--- src/hdl/wpp_pkg.sv ---
// Shared types and constants for the windowed top-3 peak picker.
// No dependencies; imported by every module under hdl/.
`default_nettype none

package wpp_pkg;

    localparam int SAMPLE_BITS = 16;
    localparam int LAT_BITS    = 16;
    localparam int TOTAL_BITS  = 16;
    localparam int TOP_COUNT   = 3;
    localparam int RANK_BITS   = (TOP_COUNT > 1) ? $clog2(TOP_COUNT) : 1;
    localparam int KEEP_BITS   = $clog2(TOP_COUNT + 1);
    localparam int CFG_IDX_BITS  = 1;
    localparam int CFG_DATA_BITS = 16;

    localparam logic [LAT_BITS-1:0] WINDOW_START_RST = LAT_BITS'(312);
    localparam logic [LAT_BITS-1:0] WINDOW_END_RST   = LAT_BITS'(512);

    typedef enum logic [CFG_IDX_BITS-1:0] {
        REG_WINDOW_START = 1'b0,
        REG_WINDOW_END   = 1'b1
    } wpp_reg_e;

    typedef struct packed {
        logic signed [SAMPLE_BITS-1:0] sample;
        logic [LAT_BITS-1:0]           latency;
        logic                          end_of_record;
    } in_item_t;

    typedef struct packed {
        logic signed [SAMPLE_BITS-1:0] peak_amplitude;
        logic [LAT_BITS-1:0]           peak_latency;
        logic [RANK_BITS-1:0]          rank;
        logic                          found;
        logic                          last;
        logic [TOTAL_BITS-1:0]         total_reported;
    } out_item_t;

    typedef struct packed {
        logic signed [SAMPLE_BITS-1:0] amp;
        logic [LAT_BITS-1:0]           lat;
    } peak_t;

    typedef peak_t [TOP_COUNT-1:0] peak_arr_t;

    // candidate peak closed by the current sample
    typedef struct packed {
        logic                          valid;
        logic signed [SAMPLE_BITS-1:0] amp;
        logic [LAT_BITS-1:0]           lat;
    } peak_offer_t;

    // ranked list, entry 0 largest, count entries valid
    typedef struct packed {
        peak_arr_t             entry;
        logic [KEEP_BITS-1:0]  count;
    } peak_list_t;

endpackage

`default_nettype wire

--- src/hdl/wpp_run_tracker.sv ---
// Run tracker: follows runs of equal samples and flags a closed local maximum.
// Depends on wpp_pkg.
`default_nettype none

module wpp_run_tracker
    import wpp_pkg::*;
(
    input  logic        clk,
    input  logic        rst_n,
    input  logic        step,
    input  in_item_t    item,
    output peak_offer_t offer
);

    logic                          open_reg, open_next;
    logic                          rose_reg, rose_next;
    logic signed [SAMPLE_BITS-1:0] run_value_reg, run_value_next;
    logic [LAT_BITS-1:0]           run_latency_reg, run_latency_next;
    logic                          differs;

    always_comb
    begin
        differs = (item.sample != run_value_reg);

        // run closes lower than it is, after rising into it
        offer.valid = open_reg && differs && rose_reg && (item.sample < run_value_reg);
        offer.amp   = run_value_reg;
        offer.lat   = run_latency_reg;

        open_next        = open_reg;
        rose_next        = rose_reg;
        run_value_next   = run_value_reg;
        run_latency_next = run_latency_reg;

        if (!open_reg)
        begin
            open_next        = 1'b1;
            rose_next        = 1'b0;
            run_value_next   = item.sample;
            run_latency_next = item.latency;
        end
        else if (differs)
        begin
            rose_next        = (item.sample > run_value_reg);
            run_value_next   = item.sample;
            run_latency_next = item.latency;
        end

        // record end: start over on the next sample
        if (item.end_of_record)
        begin
            open_next = 1'b0;
            rose_next = 1'b0;
        end
    end

    always_ff @(posedge clk or negedge rst_n)
    begin
        if (!rst_n)
        begin
            open_reg <= 1'b0;
            rose_reg <= 1'b0;
        end
        else if (step)
        begin
            open_reg <= open_next;
            rose_reg <= rose_next;
        end
    end

    always_ff @(posedge clk)
    begin
        if (step)
        begin
            run_value_reg   <= run_value_next;
            run_latency_reg <= run_latency_next;
        end
    end

endmodule

`default_nettype wire

--- src/hdl/wpp_top_list.sv ---
// Ranked list of the largest in-window peaks, parallel compare and insert.
// Depends on wpp_pkg.
`default_nettype none

module wpp_top_list
    import wpp_pkg::*;
(
    input  logic                clk,
    input  logic                rst_n,
    input  logic                step,
    input  logic                flush,
    input  logic [LAT_BITS-1:0] window_start,
    input  logic [LAT_BITS-1:0] window_end,
    input  peak_offer_t         offer,
    output peak_list_t          list_next
);

    peak_arr_t            entry_reg;
    logic [KEEP_BITS-1:0] count_reg;
    logic [TOP_COUNT-1:0] ge;
    logic [TOP_COUNT:0]   above;
    peak_arr_t            shifted;
    peak_t                cand;
    logic                 in_window;
    logic                 insert;

    always_comb
    begin
        cand.amp  = offer.amp;
        cand.lat  = offer.lat;
        in_window = (offer.lat >= window_start) && (offer.lat <= window_end);

        // ge[i]: kept entry i stays ahead of the candidate (ties favor the earlier peak)
        for (int i = 0; i < TOP_COUNT; i++)
        begin
            ge[i] = (KEEP_BITS'(i) < count_reg) && !(offer.amp > entry_reg[i].amp);
        end
        above = {ge, 1'b1};

        shifted[0] = cand;
        for (int j = 1; j < TOP_COUNT; j++)
        begin
            shifted[j] = entry_reg[j-1];
        end

        insert = offer.valid && in_window && !ge[TOP_COUNT-1];

        list_next.entry = entry_reg;
        list_next.count = count_reg;
        if (insert)
        begin
            for (int j = 0; j < TOP_COUNT; j++)
            begin
                if (!ge[j])
                begin
                    list_next.entry[j] = above[j] ? cand : shifted[j];
                end
            end
            if (count_reg < KEEP_BITS'(TOP_COUNT))
            begin
                list_next.count = count_reg + 1'b1;
            end
        end
    end

    always_ff @(posedge clk or negedge rst_n)
    begin
        if (!rst_n)
        begin
            count_reg <= '0;
        end
        else if (step)
        begin
            count_reg <= flush ? '0 : list_next.count;
        end
    end

    always_ff @(posedge clk)
    begin
        if (step)
        begin
            entry_reg <= list_next.entry;
        end
    end

endmodule

`default_nettype wire

--- src/hdl/wpp_result_drain.sv ---
// Result serializer: emits a captured ranked list one transaction per cycle while result_stall is low,
// or a single not-found item for an empty list. Keeps the saturating total of reported peaks. Depends on wpp_pkg.
`default_nettype none

module wpp_result_drain
    import wpp_pkg::*;
(
    input  logic       clk,
    input  logic       rst_n,
    input  logic       load,
    input  peak_list_t list,
    input  logic       result_stall,
    output logic       result_valid,
    output out_item_t  result_item,
    output logic       free
);

    logic                  valid_reg, valid_next;
    out_item_t             out_reg, out_next;
    peak_arr_t             rest_reg, rest_next;
    logic [KEEP_BITS-1:0]  left_reg, left_next;
    logic [TOTAL_BITS-1:0] total_reg, total_next, total_inc;
    logic                  pop;

    always_comb
    begin
        pop       = valid_reg && !result_stall;
        free      = !valid_reg || (pop && out_reg.last);
        total_inc = (total_reg == '1) ? total_reg : total_reg + 1'b1;

        valid_next = valid_reg;
        out_next   = out_reg;
        rest_next  = rest_reg;
        left_next  = left_reg;
        total_next = total_reg;

        if (load)
        begin
            valid_next = 1'b1;
            if (list.count == '0)
            begin
                out_next                = '0;
                out_next.last           = 1'b1;
                out_next.total_reported = total_reg;
                left_next               = '0;
            end
            else
            begin
                out_next.peak_amplitude = list.entry[0].amp;
                out_next.peak_latency   = list.entry[0].lat;
                out_next.rank           = '0;
                out_next.found          = 1'b1;
                out_next.last           = (list.count == KEEP_BITS'(1));
                out_next.total_reported = total_inc;
                total_next              = total_inc;
                rest_next               = peak_arr_t'(list.entry >> $bits(peak_t));
                left_next               = list.count - 1'b1;
            end
        end
        else if (pop)
        begin
            if (left_reg != '0)
            begin
                out_next.peak_amplitude = rest_reg[0].amp;
                out_next.peak_latency   = rest_reg[0].lat;
                out_next.rank           = RANK_BITS'(out_reg.rank + 1'b1);
                out_next.last           = (left_reg == KEEP_BITS'(1));
                out_next.total_reported = total_inc;
                total_next              = total_inc;
                rest_next               = peak_arr_t'(rest_reg >> $bits(peak_t));
                left_next               = left_reg - 1'b1;
            end
            else
            begin
                valid_next = 1'b0;
            end
        end
    end

    always_ff @(posedge clk or negedge rst_n)
    begin
        if (!rst_n)
        begin
            valid_reg <= 1'b0;
            left_reg  <= '0;
            total_reg <= '0;
        end
        else
        begin
            valid_reg <= valid_next;
            left_reg  <= left_next;
            total_reg <= total_next;
        end
    end

    always_ff @(posedge clk)
    begin
        out_reg  <= out_next;
        rest_reg <= rest_next;
    end

    assign result_valid = valid_reg;
    assign result_item  = out_reg;

endmodule

`default_nettype wire

--- src/hdl/windowed_top3_peak_picker.sv ---
// A record end waits in the input register until the previous record's last result is taken; its
// results then come from the output register. Throughput: one sample per cycle unless a record end
// is held; a record end emits up to 3 results, one per cycle while result_stall is low, set by the
// single output register. Asynchronous active-low reset clears record state, the reported total and
// sets the window to its default limits.
// Depends on wpp_pkg, wpp_run_tracker, wpp_top_list, wpp_result_drain.
`default_nettype none

module windowed_top3_peak_picker
    import wpp_pkg::*;
(
    input  logic                     clk,
    input  logic                     rst_n,
    input  logic                     sample_valid,
    output logic                     sample_stall,
    input  in_item_t                 sample_item,
    output logic                     result_valid,
    input  logic                     result_stall,
    output out_item_t                result_item,
    input  logic                     cfg_valid,
    output logic                     cfg_ready,
    input  logic [CFG_IDX_BITS-1:0]  cfg_index,
    input  logic [CFG_DATA_BITS-1:0] cfg_data
);

    logic                in_valid_reg;
    in_item_t            in_reg;
    logic                advance;
    logic                accept;
    logic                drain_free;
    logic [LAT_BITS-1:0] window_start_reg;
    logic [LAT_BITS-1:0] window_end_reg;
    peak_offer_t         offer;
    peak_list_t          list_next;

    assign cfg_ready = 1'b1;

    always_ff @(posedge clk or negedge rst_n)
    begin
        if (!rst_n)
        begin
            window_start_reg <= WINDOW_START_RST;
            window_end_reg   <= WINDOW_END_RST;
        end
        else if (cfg_valid && cfg_ready)
        begin
            unique case (wpp_reg_e'(cfg_index))
                REG_WINDOW_START: window_start_reg <= cfg_data[LAT_BITS-1:0];
                REG_WINDOW_END:   window_end_reg   <= cfg_data[LAT_BITS-1:0];
            endcase
        end
    end

    // input register; only a record end has to wait for the output side
    assign advance      = in_valid_reg && (!in_reg.end_of_record || drain_free);
    assign sample_stall = in_valid_reg && !advance;
    assign accept       = sample_valid && !sample_stall;

    always_ff @(posedge clk or negedge rst_n)
    begin
        if (!rst_n)
        begin
            in_valid_reg <= 1'b0;
        end
        else if (accept)
        begin
            in_valid_reg <= 1'b1;
        end
        else if (advance)
        begin
            in_valid_reg <= 1'b0;
        end
    end

    always_ff @(posedge clk)
    begin
        if (accept)
        begin
            in_reg <= sample_item;
        end
    end

    wpp_run_tracker u_run (
        .clk   (clk),
        .rst_n (rst_n),
        .step  (advance),
        .item  (in_reg),
        .offer (offer)
    );

    wpp_top_list u_list (
        .clk          (clk),
        .rst_n        (rst_n),
        .step         (advance),
        .flush        (in_reg.end_of_record),
        .window_start (window_start_reg),
        .window_end   (window_end_reg),
        .offer        (offer),
        .list_next    (list_next)
    );

    wpp_result_drain u_drain (
        .clk          (clk),
        .rst_n        (rst_n),
        .load         (advance && in_reg.end_of_record),
        .list         (list_next),
        .result_stall (result_stall),
        .result_valid (result_valid),
        .result_item  (result_item),
        .free         (drain_free)
    );

`ifndef SYNTHESIS
    // input side only waits on a pending record end
    a_stall_only_on_eor: assert property (@(posedge clk) disable iff (!rst_n)
        sample_stall |-> (in_valid_reg && in_reg.end_of_record))
        else $error("input stalled without a pending record end");

    a_notfound_last: assert property (@(posedge clk) disable iff (!rst_n)
        (result_valid && !result_item.found) |-> result_item.last)
        else $error("not-found result is not the last of its record");

    a_notfound_zero: assert property (@(posedge clk) disable iff (!rst_n)
        (result_valid && !result_item.found) |->
            (result_item.peak_amplitude == '0 && result_item.peak_latency == '0
             && result_item.rank == '0))
        else $error("not-found result carries peak data");

    a_rank_steps: assert property (@(posedge clk) disable iff (!rst_n)
        (result_valid && !result_stall && !result_item.last) |=>
            (result_valid && result_item.found
             && result_item.rank == RANK_BITS'($past(result_item.rank) + 1'b1)))
        else $error("rank does not advance within a record");
`endif

endmodule

`default_nettype wire

--- config.mk ---
export PLATFORM = sky130hd
export DESIGN_NAME = windowed_top3_peak_picker
export DESIGN_NICKNAME = d
export VERILOG_FILES = /design/src/hdl/wpp_pkg.sv /design/src/hdl/wpp_run_tracker.sv /design/src/hdl/wpp_top_list.sv /design/src/hdl/wpp_result_drain.sv /design/src/hdl/windowed_top3_peak_picker.sv
export SDC_FILE = /design/constraint.sdc
export NUM_CORES = 1
export LEC_CHECK = 0
export BUFFER_PORTS_ARGS = -buffer_cell sky130_fd_sc_hd__buf_4
export CAP_MARGIN = 20
export CORE_AREA = 2 2 209 211
export CTS_BUF_LIST = sky130_fd_sc_hd__clkbuf_8
export DETAILED_ROUTE_END_ITERATION = 7
export DIE_AREA = 0 0 211 213
export GPL_ROUTABILITY_DRIVEN = 0
export GPL_TIMING_DRIVEN = 0
export PLACE_DENSITY = 0.59
export SLEW_MARGIN = 20
export SYNTH_ARGS = -nofsm -noshare
export SYNTH_HDL_FRONTEND = slang
export SYNTH_HIERARCHICAL = 1
export SYNTH_SLANG_ARGS = --single-unit
--- constraint.sdc ---
create_clock -name clk -period 11.1 [get_ports clk]
set_input_delay 2.22 -clock clk [delete_from_list [all_inputs] [get_ports clk]]
set_output_delay 2.22 -clock clk [all_outputs]
set_load 0.01 [all_outputs]
==> out/qor.txt, run 1 <==
status: finished clean
core area: 42,700 µm²
Reg clk slew, reported paths: 0.06 ns
share of the synthesized area in the top cell type: 49.4%
multiplexer share of the synthesized area: 16.0%
Pleak: 0.00817 µW
Async SR Flop Fraction: 16.8%
first-pass GRT wire length: 60,500 µm
synthesized cell area: 16,800 µm²
Post-Synth XOR/XNOR Area: 1.30%
simple-gate share of the synthesized area: 7.60%
post_cts resized: 0
Buf+Inv Stages, Crit Path: 3
Worst Hold Launch: in_reg[14]
post-layout min period: 5.36 ns
Cells after Synth: 1,220
Final Max Slew Viols: 0
Die W: 211 µm
clock skew: 0.0347 ns
Largest register FFs: 96
CTS Buf Count: 57
pre-CTS setup slack: 5.66 ns
CP startpoint: u_run/run_value_reg[15]
FF-to-FF setup slack: 5.74 ns
count leader, synth: edfxtp_1
critical path class: flip-flop to flip-flop
per-cell routed wire length: 19.6 µm
Iter 0 DRT Violations: 643
vias per inst: 5.16
vias in the first global route: 10.5k
antenna violations before repair: 0
largest net degree at the start of global routing: 57
Synth warnings: 6
post-CTS setup buffers: 0
clock buffer depth: 3
cell depth of the worst flop-to-flop path: 19
area grow syn2layout: 17.6%
final setup vio count: 0
share of layout cells above drive strength 1: 29.4%
first drt pass iteration count: 5
synthesized area per cell: 13.8 µm²
register area share after synthesis: 57.8%
critical path cell sequence: inv_1 > ha_1 > nand4_2 > a2111oi_2 > nor4_2 > xnor2_1 > nor3b_2 > nand2b_1 > a21oi_1 > o221a_1 > o21a_4 > nand3b_1 > o21a_1 > nor2_1 > clkinv_1 > mux2i_1 > inv_4 > nand4_1 > mux2_2
H-Tree Depth: 2
CTS tree: done
starting density of the core: 39.4%
ranking of synthesized cells by area: edfxtp_1 (49%), mux2_2 (9.6%), dfrtp_1 (7.6%)
worst min-delay path category: flip-flop to flip-flop
final WL: 39,000 µm
cts hold-fix bufs: 0
fmax: 187 MHz
CP Capture Type: flip-flop
Die Ht: 213 µm
crit start category: flip-flop
ys flop type: edfxtp_1
post-synthesis cell type count: 71
Non-Filler Instances: 1,990
Final period util: 48.3%
largest fanout on the critical path: 22
Post-DP HPWL: 26,600 µm
Slowest-stage cell, CP: mux2i_1
I/O Pins: 110
power per cell area: 221 nW/µm²
largest family of logic cells by synthesized area: multiplexers
Post-synth top cells: edfxtp_1 (277), mux2_2 (143), inv_1 (135)
Remaining DRCs: 0
Top delay family on crit path: simple AND/OR/NAND/NOR gates
largest area contributor in the netlist: edfxtp_1
Worst-Margin Slew: 0.833 ns
Slowest Stage Delay on Critical Path: 0.53 ns
FF+latch count, synth: 333
relative slew slack: 44.0%
CTS root buf: clkbuf_8
FF-to-FF Start: u_run/run_value_reg[15]
DP Cell Count: 1,884
maxcap violations: 0
GRT Residual Overflow: 0
unrepaired setup endpoints after global routing: no
Antenna Nets Post-Route: 0
I/O Buffers: 108
worst min-delay path endpoint: u_run/run_latency_reg[13]
Worst EP arrival: 5.88 ns
post-synthesis compound-gate area fraction: 4.91%
ANT cells: 0
syn_nets: 1,374
number of synthesized flops with an enable pin: 277
overall die area: 44,900 µm²
final hold violations: 0
Total Routing Usage GR: 17.7%
R2R Path End: u_drain/total_reg[14]
worst skew pair latency: 0.65 ns
setup ws final: 5.74 ns
nets@finish: 1,551
peak supply drop: 91.2 µV
CTS sink cnt: 333
CP required: 11.62 ns
DR vias: 10.3k
Hold Path Cell Cnt: 0
Adder-Cell Fraction of Synth Area: 7.36%
Rows: 76
[how the worst max path moves through the flow]
stage,endpoint,slack (ns),cells past startpoint
after floorplan,u_run/run_latency_reg[0],0.85,4
after global placement,u_run/run_value_reg[2],-4.82,5
after detailed placement,u_drain/total_reg[14],5.66,19
after CTS,u_drain/total_reg[14],5.64,19
after global routing,u_drain/total_reg[14],5.26,19
final,u_drain/total_reg[14],5.74,19
[power by group]
| group | leakage, µW | internal, µW | switching, µW |
|---|---|---|---|
| combinational | 0.00415 | 564 | 700 |
| clock | 0.000677 | 617 | 514 |
| sequential | 0.00335 | 1810 | 173 |
| total | 0.00817 | 2990 | 1390 |
[routing by layer]
metal	routed length, µm	up-vias	part of all wire [%]	GRT usage (%)
met5	0	-	0	0
met3	2360	67	6.0	3.84
li1	-	4852	-	-
met2	17600	252	45	27.6
met1	18300	5093	47	24.7
met4	814	0	2.1	5.29
[cell type report]
cell class                      instances  area [µm²]
Fill cell                            3907       22900
Multi-Input combinational cell        705        6280
Buffer                                 46         333
Tap cell                              546         683
Sequential cell                       333        9730
Timing Repair Buffer                  118        1080
Clock inverter                         36         214
Inverter                              136         513
Clock buffer                           70         963
[logic make-up (layout without fill, tap and decap cells)]
group | after synthesis | count (layout)
flip-flops | 333 | 333
multiplexers | 237 | 237
AND/OR/NAND/NOR | 214 | 214
buffers and inverters | 182 | 406
AO/OA/AOI/OAI | 129 | 129
adder cells (fa/ha/maj) | 99 | 99
XOR/XNOR | 25 | 25
other | 1 | 1
[cells in the final DEF (no fill, tap or decap), drive strengths merged, types with 4 or more instances in the layout]
master,synthesis,final
nand3,46,46
o211ai,5,5
clkinv,1,13
clkbuf,14,84
mux2i,63,63
nand2b,8,8
a21oi,37,37
nor3,21,21
dfrtp,51,51
dfstp,5,5
inv,135,156
nor2,14,14
nand2,29,29
xor2,22,22
mux2,174,174
a211oi,7,7
o21ai,44,44
and4,4,4
nor2b,6,6
nor3b,6,6
a21o,12,12
nand4,25,25
edfxtp,277,277
buf,32,150
nor4,8,8
o21a,4,4
ha,99,99
and2,34,34
[through the flow]
stage | utilization [%] | total power (µW) | hold slack (ns) | setup TNS, ns | area [µm²]
6_report | 46.4 | 4380 | 0.422 | 0 | 19800
5_1_grt | 46.4 | 4650 | 0.436 | 0 | 19800
4_1_cts | 46.4 | 4440 | 0.424 | 0 | 19800
3_5_place_dp | 43.6 | 3280 | 0.409 | 0 | 18600
3_3_place_gp | 42.9 | 3210 | 0.404 | -154.82 | 18300
2_1_floorplan | - | 2750 | 0.400 | 0 | 16800
No activity file was read; power rests on OpenSTA's default activity.
==> inputs of run 2 (changes only) <==
- clock period: 11.1 -> 4.5 ns (I/O delays scaled with it)
==> run 2 against run 1 <==
- clock skew is 0.010 ns higher
- clock power is 130% higher
- final area is 1.2% higher
- sequential share of layout area is 0.56 points lower
- critical path type unchanged
- critical endpoint is now u_drain/rest_reg[49]
- largest cell class unchanged
- highest routed layer unchanged
==> out/qor.txt, run 2 (synthesis gave the netlist of run 1 again) <==
I/O Pins: 110 (unchanged)
per-cell routed wire length: 19.3 µm (was 19.6 µm)
DP Cell Count: 1,886 (was 1,884)
relative slew slack: 36.9% (was 44.0%)
Final period util: 95.9% (was 48.3%)
most frequent cells in the layout: edfxtp_1 (277), inv_1 (147), mux2_2 (143) (was edfxtp_1 (277), inv_1 (153), mux2_2 (143))
final setup vio count: 0 (unchanged)
final hold violations: 0 (unchanged)
fin area: 20,000 µm² (was 19,800 µm²)
critical path cell sequence: ha_1 > nand4_1 > a2111oi_4 > nor4_4 > xnor2_2 > nor3b_4 > nand2b_1 > a21oi_2 > o221a_1 > o21a_4 > nand3b_1 > o21a_2 > nor2_4 > clkinv_4 > mux2i_4 > clkinvlp_4 > buf_16 > buf_16 > buf_12 (was inv_1 > ha_1 > nand4_2 > a2111oi_2 > nor4_2 > xnor2_1 > nor3b_2 > nand2b_1 > a21oi_1 > o221a_1 > o21a_4 > nand3b_1 > o21a_1 > nor2_1 > clkinv_1 > mux2i_1 > inv_4 > nand4_1 > mux2_2)
Rows: 76 (unchanged)
CTS sink cnt: 333 (unchanged)
starting density of the core: 39.4% (unchanged)
Seq pwr share: 45.1% (was 45.3%)
DR vias: 10.3k (about the same)
post-layout min period: 4.32 ns (was 5.36 ns)
Worst EP arrival: 4.70 ns (was 5.88 ns)
post-layout total power: 10,800 µW (was 4380 µW)
H-Tree Depth: 2 (unchanged)
Clock Power Share: 24.1% (was 25.8%)
CP required: 4.88 ns (was 11.62 ns)
Sw Pwr: 3500 µW (was 1390 µW)
largest fanout on the critical path: 24 (was 22)
crit start category: flip-flop (unchanged)
peak supply drop: 299 µV (was 91.2 µV)
Seq. cell area: 9730 µm² (unchanged)
worst min-delay path category: input pin to async pin (was flip-flop to flip-flop)
power per cell area: 537 nW/µm² (was 221 nW/µm²)
Iter 0 DRT Violations: 612 (was 643)
unrepaired setup endpoints after global routing: no (unchanged)
maxcap violations: 0 (unchanged)
area grow syn2layout: 19.0% (was 17.6%)
ANT cells: 0 (unchanged)
clock buffer depth: 3 (unchanged)
Buf+Inv Stages, Crit Path: 5 (was 3)
Total Routing Usage GR: 17.5% (was 17.7%)
Top delay family on crit path: compound AO/OA/AOI/OAI gates (was simple AND/OR/NAND/NOR gates)
largest net degree at the start of global routing: 57 (unchanged)
fmax: 232 MHz (was 187 MHz)
Non-Filler Instances: 2,021 (was 1,990)
clock skew: 0.0452 ns (was 0.0347 ns)
Final TNS setup: 0 ns (unchanged)
Sw Share: 32.6% (was 31.7%)
Die W: 211 µm (unchanged)
Final Max Slew Viols: 0 (unchanged)
vias per inst: 5.11 (was 5.16)
Antenna Nets Post-Route: 0 (unchanged)
commonest non-fill, non-tap cell in the layout: edfxtp_1 (unchanged)
final WL: 39,000 µm (about the same)
CTS root buf: clkbuf_8 (unchanged)
Post-Route Utilization: 46.9% (was 46.4%)
core area: 42,700 µm² (unchanged)
critical path class: flip-flop to flip-flop (unchanged)
Die Ht: 213 µm (unchanged)
area of the multi-input gates: 6390 µm² (was 6280 µm²)
share of layout cells above drive strength 1: 31.2% (was 29.4%)
Remaining DRCs: 0 (unchanged)
CTS Buf Count: 59 (was 57)
I/O Buffers: 108 (unchanged)
Largest register FFs: 96 (unchanged)
worst skew pair latency: 0.67 ns (was 0.65 ns)
internal power: 7250 µW (was 2990 µW)
cell mode on critical path: buf_16
Post-DP HPWL: 26,300 µm (was 26,600 µm)
Pleak: 0.00826 µW (was 0.00817 µW)
antenna violations before repair: 0 (unchanged)
Worst-Margin Slew: 0.939 ns (was 0.833 ns)
first drt pass iteration count: 5 (unchanged)
Reg clk slew, reported paths: 0.06 ns (about the same)
cts hold-fix bufs: 0 (unchanged)
placed cell areas: 18,700 µm² (was 18,600 µm²)
Fillers: 3,819 (was 3,907)
Slowest-stage cell, CP: edfxtp_1 (was mux2i_1)
first-pass GRT wire length: 59,800 µm (was 60,500 µm)
overall die area: 44,900 µm² (unchanged)
CP Capture Type: flip-flop (unchanged)
CTS tree: done (unchanged)
nets@finish: 1,580 (was 1,551)
vias in the first global route: 10.5k (about the same)
status: finished clean (unchanged)
Comb power frac: 30.8% (was 28.9%)
Slowest Stage Delay on Critical Path: 0.42 ns (was 0.53 ns)
GRT Residual Overflow: 0 (unchanged)
-- run 2: cell types whose count changed in the layout (fill, tap and decap cells not counted), sizes merged --
| cell | change |
|---|---|
| buf | +27 |
| bufinv | -1 |
| clkbuf | -11 |
| clkinv | +20 |
| clkinvlp | +1 |
| inv | -5 |
-- run 2: layer usage --
metal	GRT usage [%]	share of wire (%)	wire length, µm	up-vias
met5	0	0	0	-
met4	4.66	1.8	716	0
met3	3.90	5.0	1930	54
met2	27.3	45	17500	214
met1	24.6	48	18800	5124
li1	-	-	-	4929
-- run 2: area by class of cell --
cell class / count / share of cell area [%]
buffer: 46 / 1.67
clock buffer: 59 / 4.06
clock inverter: 51 / 1.27
inverter: 136 / 2.59
multi-input combinational: 705 / 31.9
sequential: 333 / 48.6
tap: 546 / 3.41
timing repair buffer: 145 / 6.54
-- run 2: power by group through the flow --
stage | Sequential (µW) | Combinational (µW) | Clock, µW
after floorplan | 4900 | 1890 | 0
after global placement | 4980 | 2930 | 0
after detailed placement | 4940 | 3200 | 0
after CTS | 4860 | 3330 | 2700
after global routing | 4930 | 3660 | 2830
final | 4850 | 3310 | 2590
-- run 2: path summary, 6_finish.rpt --
path | startpoint | to | slack (ns) | cells past startpoint
max | in_reg[28] | u_drain/rest_reg[49] | 0.18 | 19
min | rst_n | window_end_reg[13] | 0.33 | 1
max reg2reg | in_reg[28] | u_drain/rest_reg[49] | 0.18 | 19
min reg2reg | in_reg[7] | u_run/run_latency_reg[6] | 0.42 | 0
max in group asynchronous | rst_n | u_drain/total_reg[5] | 3.61 | 1
min in group clk | sample_item[11] | in_reg[11] | 0.40 | 1
-- run 2: per-stage QoR --
step | hold WS, ns | worst slack, ns
6_report | 0.326 | 0.184
5_1_grt | 0.357 | 0.0106
4_1_cts | 0.300 | 0.0202
3_5_place_dp | 0.406 | -0.944
3_3_place_gp | 0.404 | -4.99
2_1_floorplan | 0.400 | -1.27
-- run 2: repair_timing --
action | in CTS | in global routing
endpoints found under the setup margin | 125 | 67
pin swaps | 6 | 6
resized for setup | 10 | 5
endpoints found under the hold margin | 0 | 0
buffers inserted | 21 | 4
-- run 2: worst register-to-register path, stage by stage (launching register included) --
cell and delay [ns]:
edfxtp_1 0.42, ha_1 0.35, nand4_1 0.27, a2111oi_4 0.40
nor4_4 0.08, xnor2_2 0.20, nor3b_4 0.34, nand2b_1 0.11
a21oi_2 0.13, o221a_1 0.20, o21a_4 0.19, nand3b_1 0.09
o21a_2 0.16, nor2_4 0.12, clkinv_4 0.08, mux2i_4 0.18
clkinvlp_4 0.16, buf_16 0.18, buf_16 0.17, buf_12 0.18
==> inputs of run 3 (changes only) <==
- PLACE_DENSITY: 0.59 -> not set
==> run 3 against run 2 <==
- clock skew fell by 0.0023 ns
- non-clock buffer count rose by 7
- combinational power barely moved
- sequential share of layout area fell by 0.65 points
- core utilization rose by 0.64 points
- clock power rose by 15%
- via count barely moved
- die area did not move
- worst hold slack improved by 0.014 ns
- first-iteration DRC count rose by 0.82%
- highest routed layer unchanged
==> out/qor.txt, run 3 (synthesis gave the netlist of run 1 again) <==
ANT cells: 0 (unchanged)
Largest register FFs: 96 (unchanged)
final WL: 39,000 µm (about the same)
crit start category: flip-flop (unchanged)
starting density of the core: 39.4% (unchanged)
DR vias: 10.3k (about the same)
core area: 42,700 µm² (unchanged)
worst min-delay path category: input pin to async pin (unchanged)
largest fanout on the critical path: 24 (unchanged)
first drt pass iteration count: 5 (unchanged)
worst skew pair latency: 0.66 ns (was 0.67 ns)
CTS Buf Count: 58 (was 59)
antenna violations before repair: 0 (unchanged)
relative slew slack: 38.8% (was 36.9%)
pre-CTS setup slack: -0.897 ns (was -0.944 ns)
Global Route met1 Usage: 24.5% (was 24.6%)
largest net degree at the start of global routing: 57 (unchanged)
met2 global-route usage: 27.5% (was 27.3%)
Non-Filler Instances: 2,028 (was 2,021)
final hold violations: 0 (unchanged)
Die W: 211 µm (unchanged)
Iter 0 DRT Violations: 617 (was 612)
Slowest Stage Delay on Critical Path: 0.40 ns (was 0.42 ns)
clock skew: 0.0429 ns (was 0.0452 ns)
status: finished clean (unchanged)
Total Routing Usage GR: 17.5% (about the same)
CTS root buf: clkbuf_8 (unchanged)
I/O Pins: 110 (unchanged)
Reg clk slew, reported paths: 0.07 ns (was 0.06 ns)
Worst EP arrival: 4.67 ns (was 4.70 ns)
GRT Residual Overflow: 0 (unchanged)
Fillers: 3,783 (was 3,819)
met3 usage: 3.75% (was 3.90%)
fmax: 233 MHz (was 232 MHz)
H-Tree Depth: 2 (unchanged)
final setup vio count: 0 (unchanged)
critical path cell sequence: ha_1 > nor2b_1 > o211ai_1 > a2111oi_4 > nor4_4 > xnor2_2 > nor3b_4 > nand2b_1 > a21oi_2 > o221a_1 > o21a_4 > nand3b_1 > o21a_2 > nor2_4 > clkinv_4 > mux2i_4 > clkinvlp_4 > buf_16 > buf_16 > buf_12 (was ha_1 > nand4_1 > a2111oi_4 > nor4_4 > xnor2_2 > nor3b_4 > nand2b_1 > a21oi_2 > o221a_1 > o21a_4 > nand3b_1 > o21a_2 > nor2_4 > clkinv_4 > mux2i_4 > clkinvlp_4 > buf_16 > buf_16 > buf_12)
post-layout min period: 4.30 ns (was 4.32 ns)
vias in the first global route: 10.7k (was 10.5k)
cts hold-fix bufs: 0 (unchanged)
per-cell routed wire length: 19.2 µm (was 19.3 µm)
first-pass GRT wire length: 60,200 µm (was 59,800 µm)
DP Cell Count: 1,888 (was 1,886)
CTS sink cnt: 333 (unchanged)
vias per inst: 5.09 (was 5.11)
Antenna Nets Post-Route: 0 (unchanged)
CP required: 4.87 ns (was 4.88 ns)
unrepaired setup endpoints after global routing: no (unchanged)
placed cell areas: 18,700 µm² (about the same)
FF-to-FF setup slack: 0.20 ns (was 0.18 ns)
GR peak layer: met2 (unchanged)
overall die area: 44,900 µm² (unchanged)
power per cell area: 549 nW/µm² (was 537 nW/µm²)
fin area: 20,300 µm² (was 20,000 µm²)
Post-DP HPWL: 26,800 µm (was 26,300 µm)
Rows: 76 (unchanged)
peak supply drop: 226 µV (was 299 µV)
clock buffer depth: 3 (unchanged)
share of layout cells above drive strength 1: 32.0% (was 31.2%)
most frequent cells in the layout: edfxtp_1 (277), inv_1 (147), mux2_2 (143), buf_4 (143), ha_1 (98) (was edfxtp_1 (277), inv_1 (147), mux2_2 (143))
FF-to-FF Start: in_reg[18] (was in_reg[28])
CTS tree: done (unchanged)
Final period util: 95.5% (was 95.9%)
Pleak: 0.00839 µW (was 0.00826 µW)
setup ws final: 0.204 ns (was 0.184 ns)
maxcap violations: 0 (unchanged)
nets@finish: 1,586 (was 1,580)
commonest non-fill, non-tap cell in the layout: edfxtp_1 (unchanged)
Final TNS setup: 0 ns (unchanged)
Die Ht: 213 µm (unchanged)
Slowest-stage cell, CP: edfxtp_1 (unchanged)
CP Capture Type: flip-flop (unchanged)
area grow syn2layout: 20.6% (was 19.0%)
I/O Buffers: 108 (unchanged)
post-layout total power: 11,100 µW (was 10,800 µW)
Remaining DRCs: 0 (unchanged)
CP startpoint: in_reg[18] (was in_reg[28])
critical path class: flip-flop to flip-flop (unchanged)
Final Max Slew Viols: 0 (unchanged)
cell mode on critical path: buf_16 (unchanged)
Worst-Margin Slew: 0.910 ns (was 0.939 ns)
-- run 3: changes by cell type in the layout (fill, tap and decap cells not counted), sizes merged --
cell      change
clkinv       -13
clkbuf        +9
buf           +7
bufinv        +4
clkinvlp      +2
inv           -2
-- run 3: stage by stage --
stage               hold WS, ns  utilization, %
finish                    0.341            47.5
global route              0.350            47.5
CTS                       0.315            47.3
detailed placement        0.405            43.9
global placement          0.404            43.0
floorplan                 0.400               -
-- run 3: area by class of cell --
| class | count | area (µm²) | share of cell area (%) |
|---|---|---|---|
| well taps | 546 | 683 | 3.37 |
| repair buffers | 152 | 1390 | 6.84 |
| multi-input cells | 705 | 6390 | 31.5 |
| flip-flops and latches | 333 | 9730 | 47.9 |
| clock inverters | 42 | 317 | 1.56 |
| plain buffers | 46 | 334 | 1.65 |
| inverters | 136 | 519 | 2.56 |
| clock buffers | 68 | 936 | 4.61 |
-- run 3: worst paths after layout --
path | to | cells after the start
max in group asynchronous | u_drain/total_reg[10] | 1
max | u_drain/rest_reg[15] | 20
max reg2reg | u_drain/rest_reg[15] | 20
min | window_end_reg[1] | 1
min in group clk | in_reg[24] | 1
min reg2reg | u_run/run_latency_reg[4] | 0
-- run 3: worst max-delay path, delay by kind of cell (launching register included) --
family	cells	cell delay [ns]
buffers and inverters	5	0.75
and+or+nand+nor	6	1.03
adders and majority gates	1	0.30
muxes	1	0.20
xor gates and xnor gates	1	0.17
AOI/OAI and AO/OA	6	1.13
DFF	1	0.40
-- run 3: repair_timing --
item                       CTS  global route
hold endpoints to repair     0             0
pin swaps                    7             6
setup buffers               21             9
setup endpoints to repair  119            86
gates resized for setup     12             3
-- run 3: routing by layer --
| metal | routed length [µm] | vias up |
|---|---|---|
| li1 | - | 4928 |
| met1 | 18700 | 5122 |
| met2 | 17700 | 204 |
| met3 | 1790 | 74 |
| met4 | 835 | 0 |
| met5 | 0 | - |
-- run 3: report_power, final --
group          total (µW)  internal (µW)  switching, µW
logic                3340           1520           1820
registers            4840           4460            381
clock network        2970           1670           1300
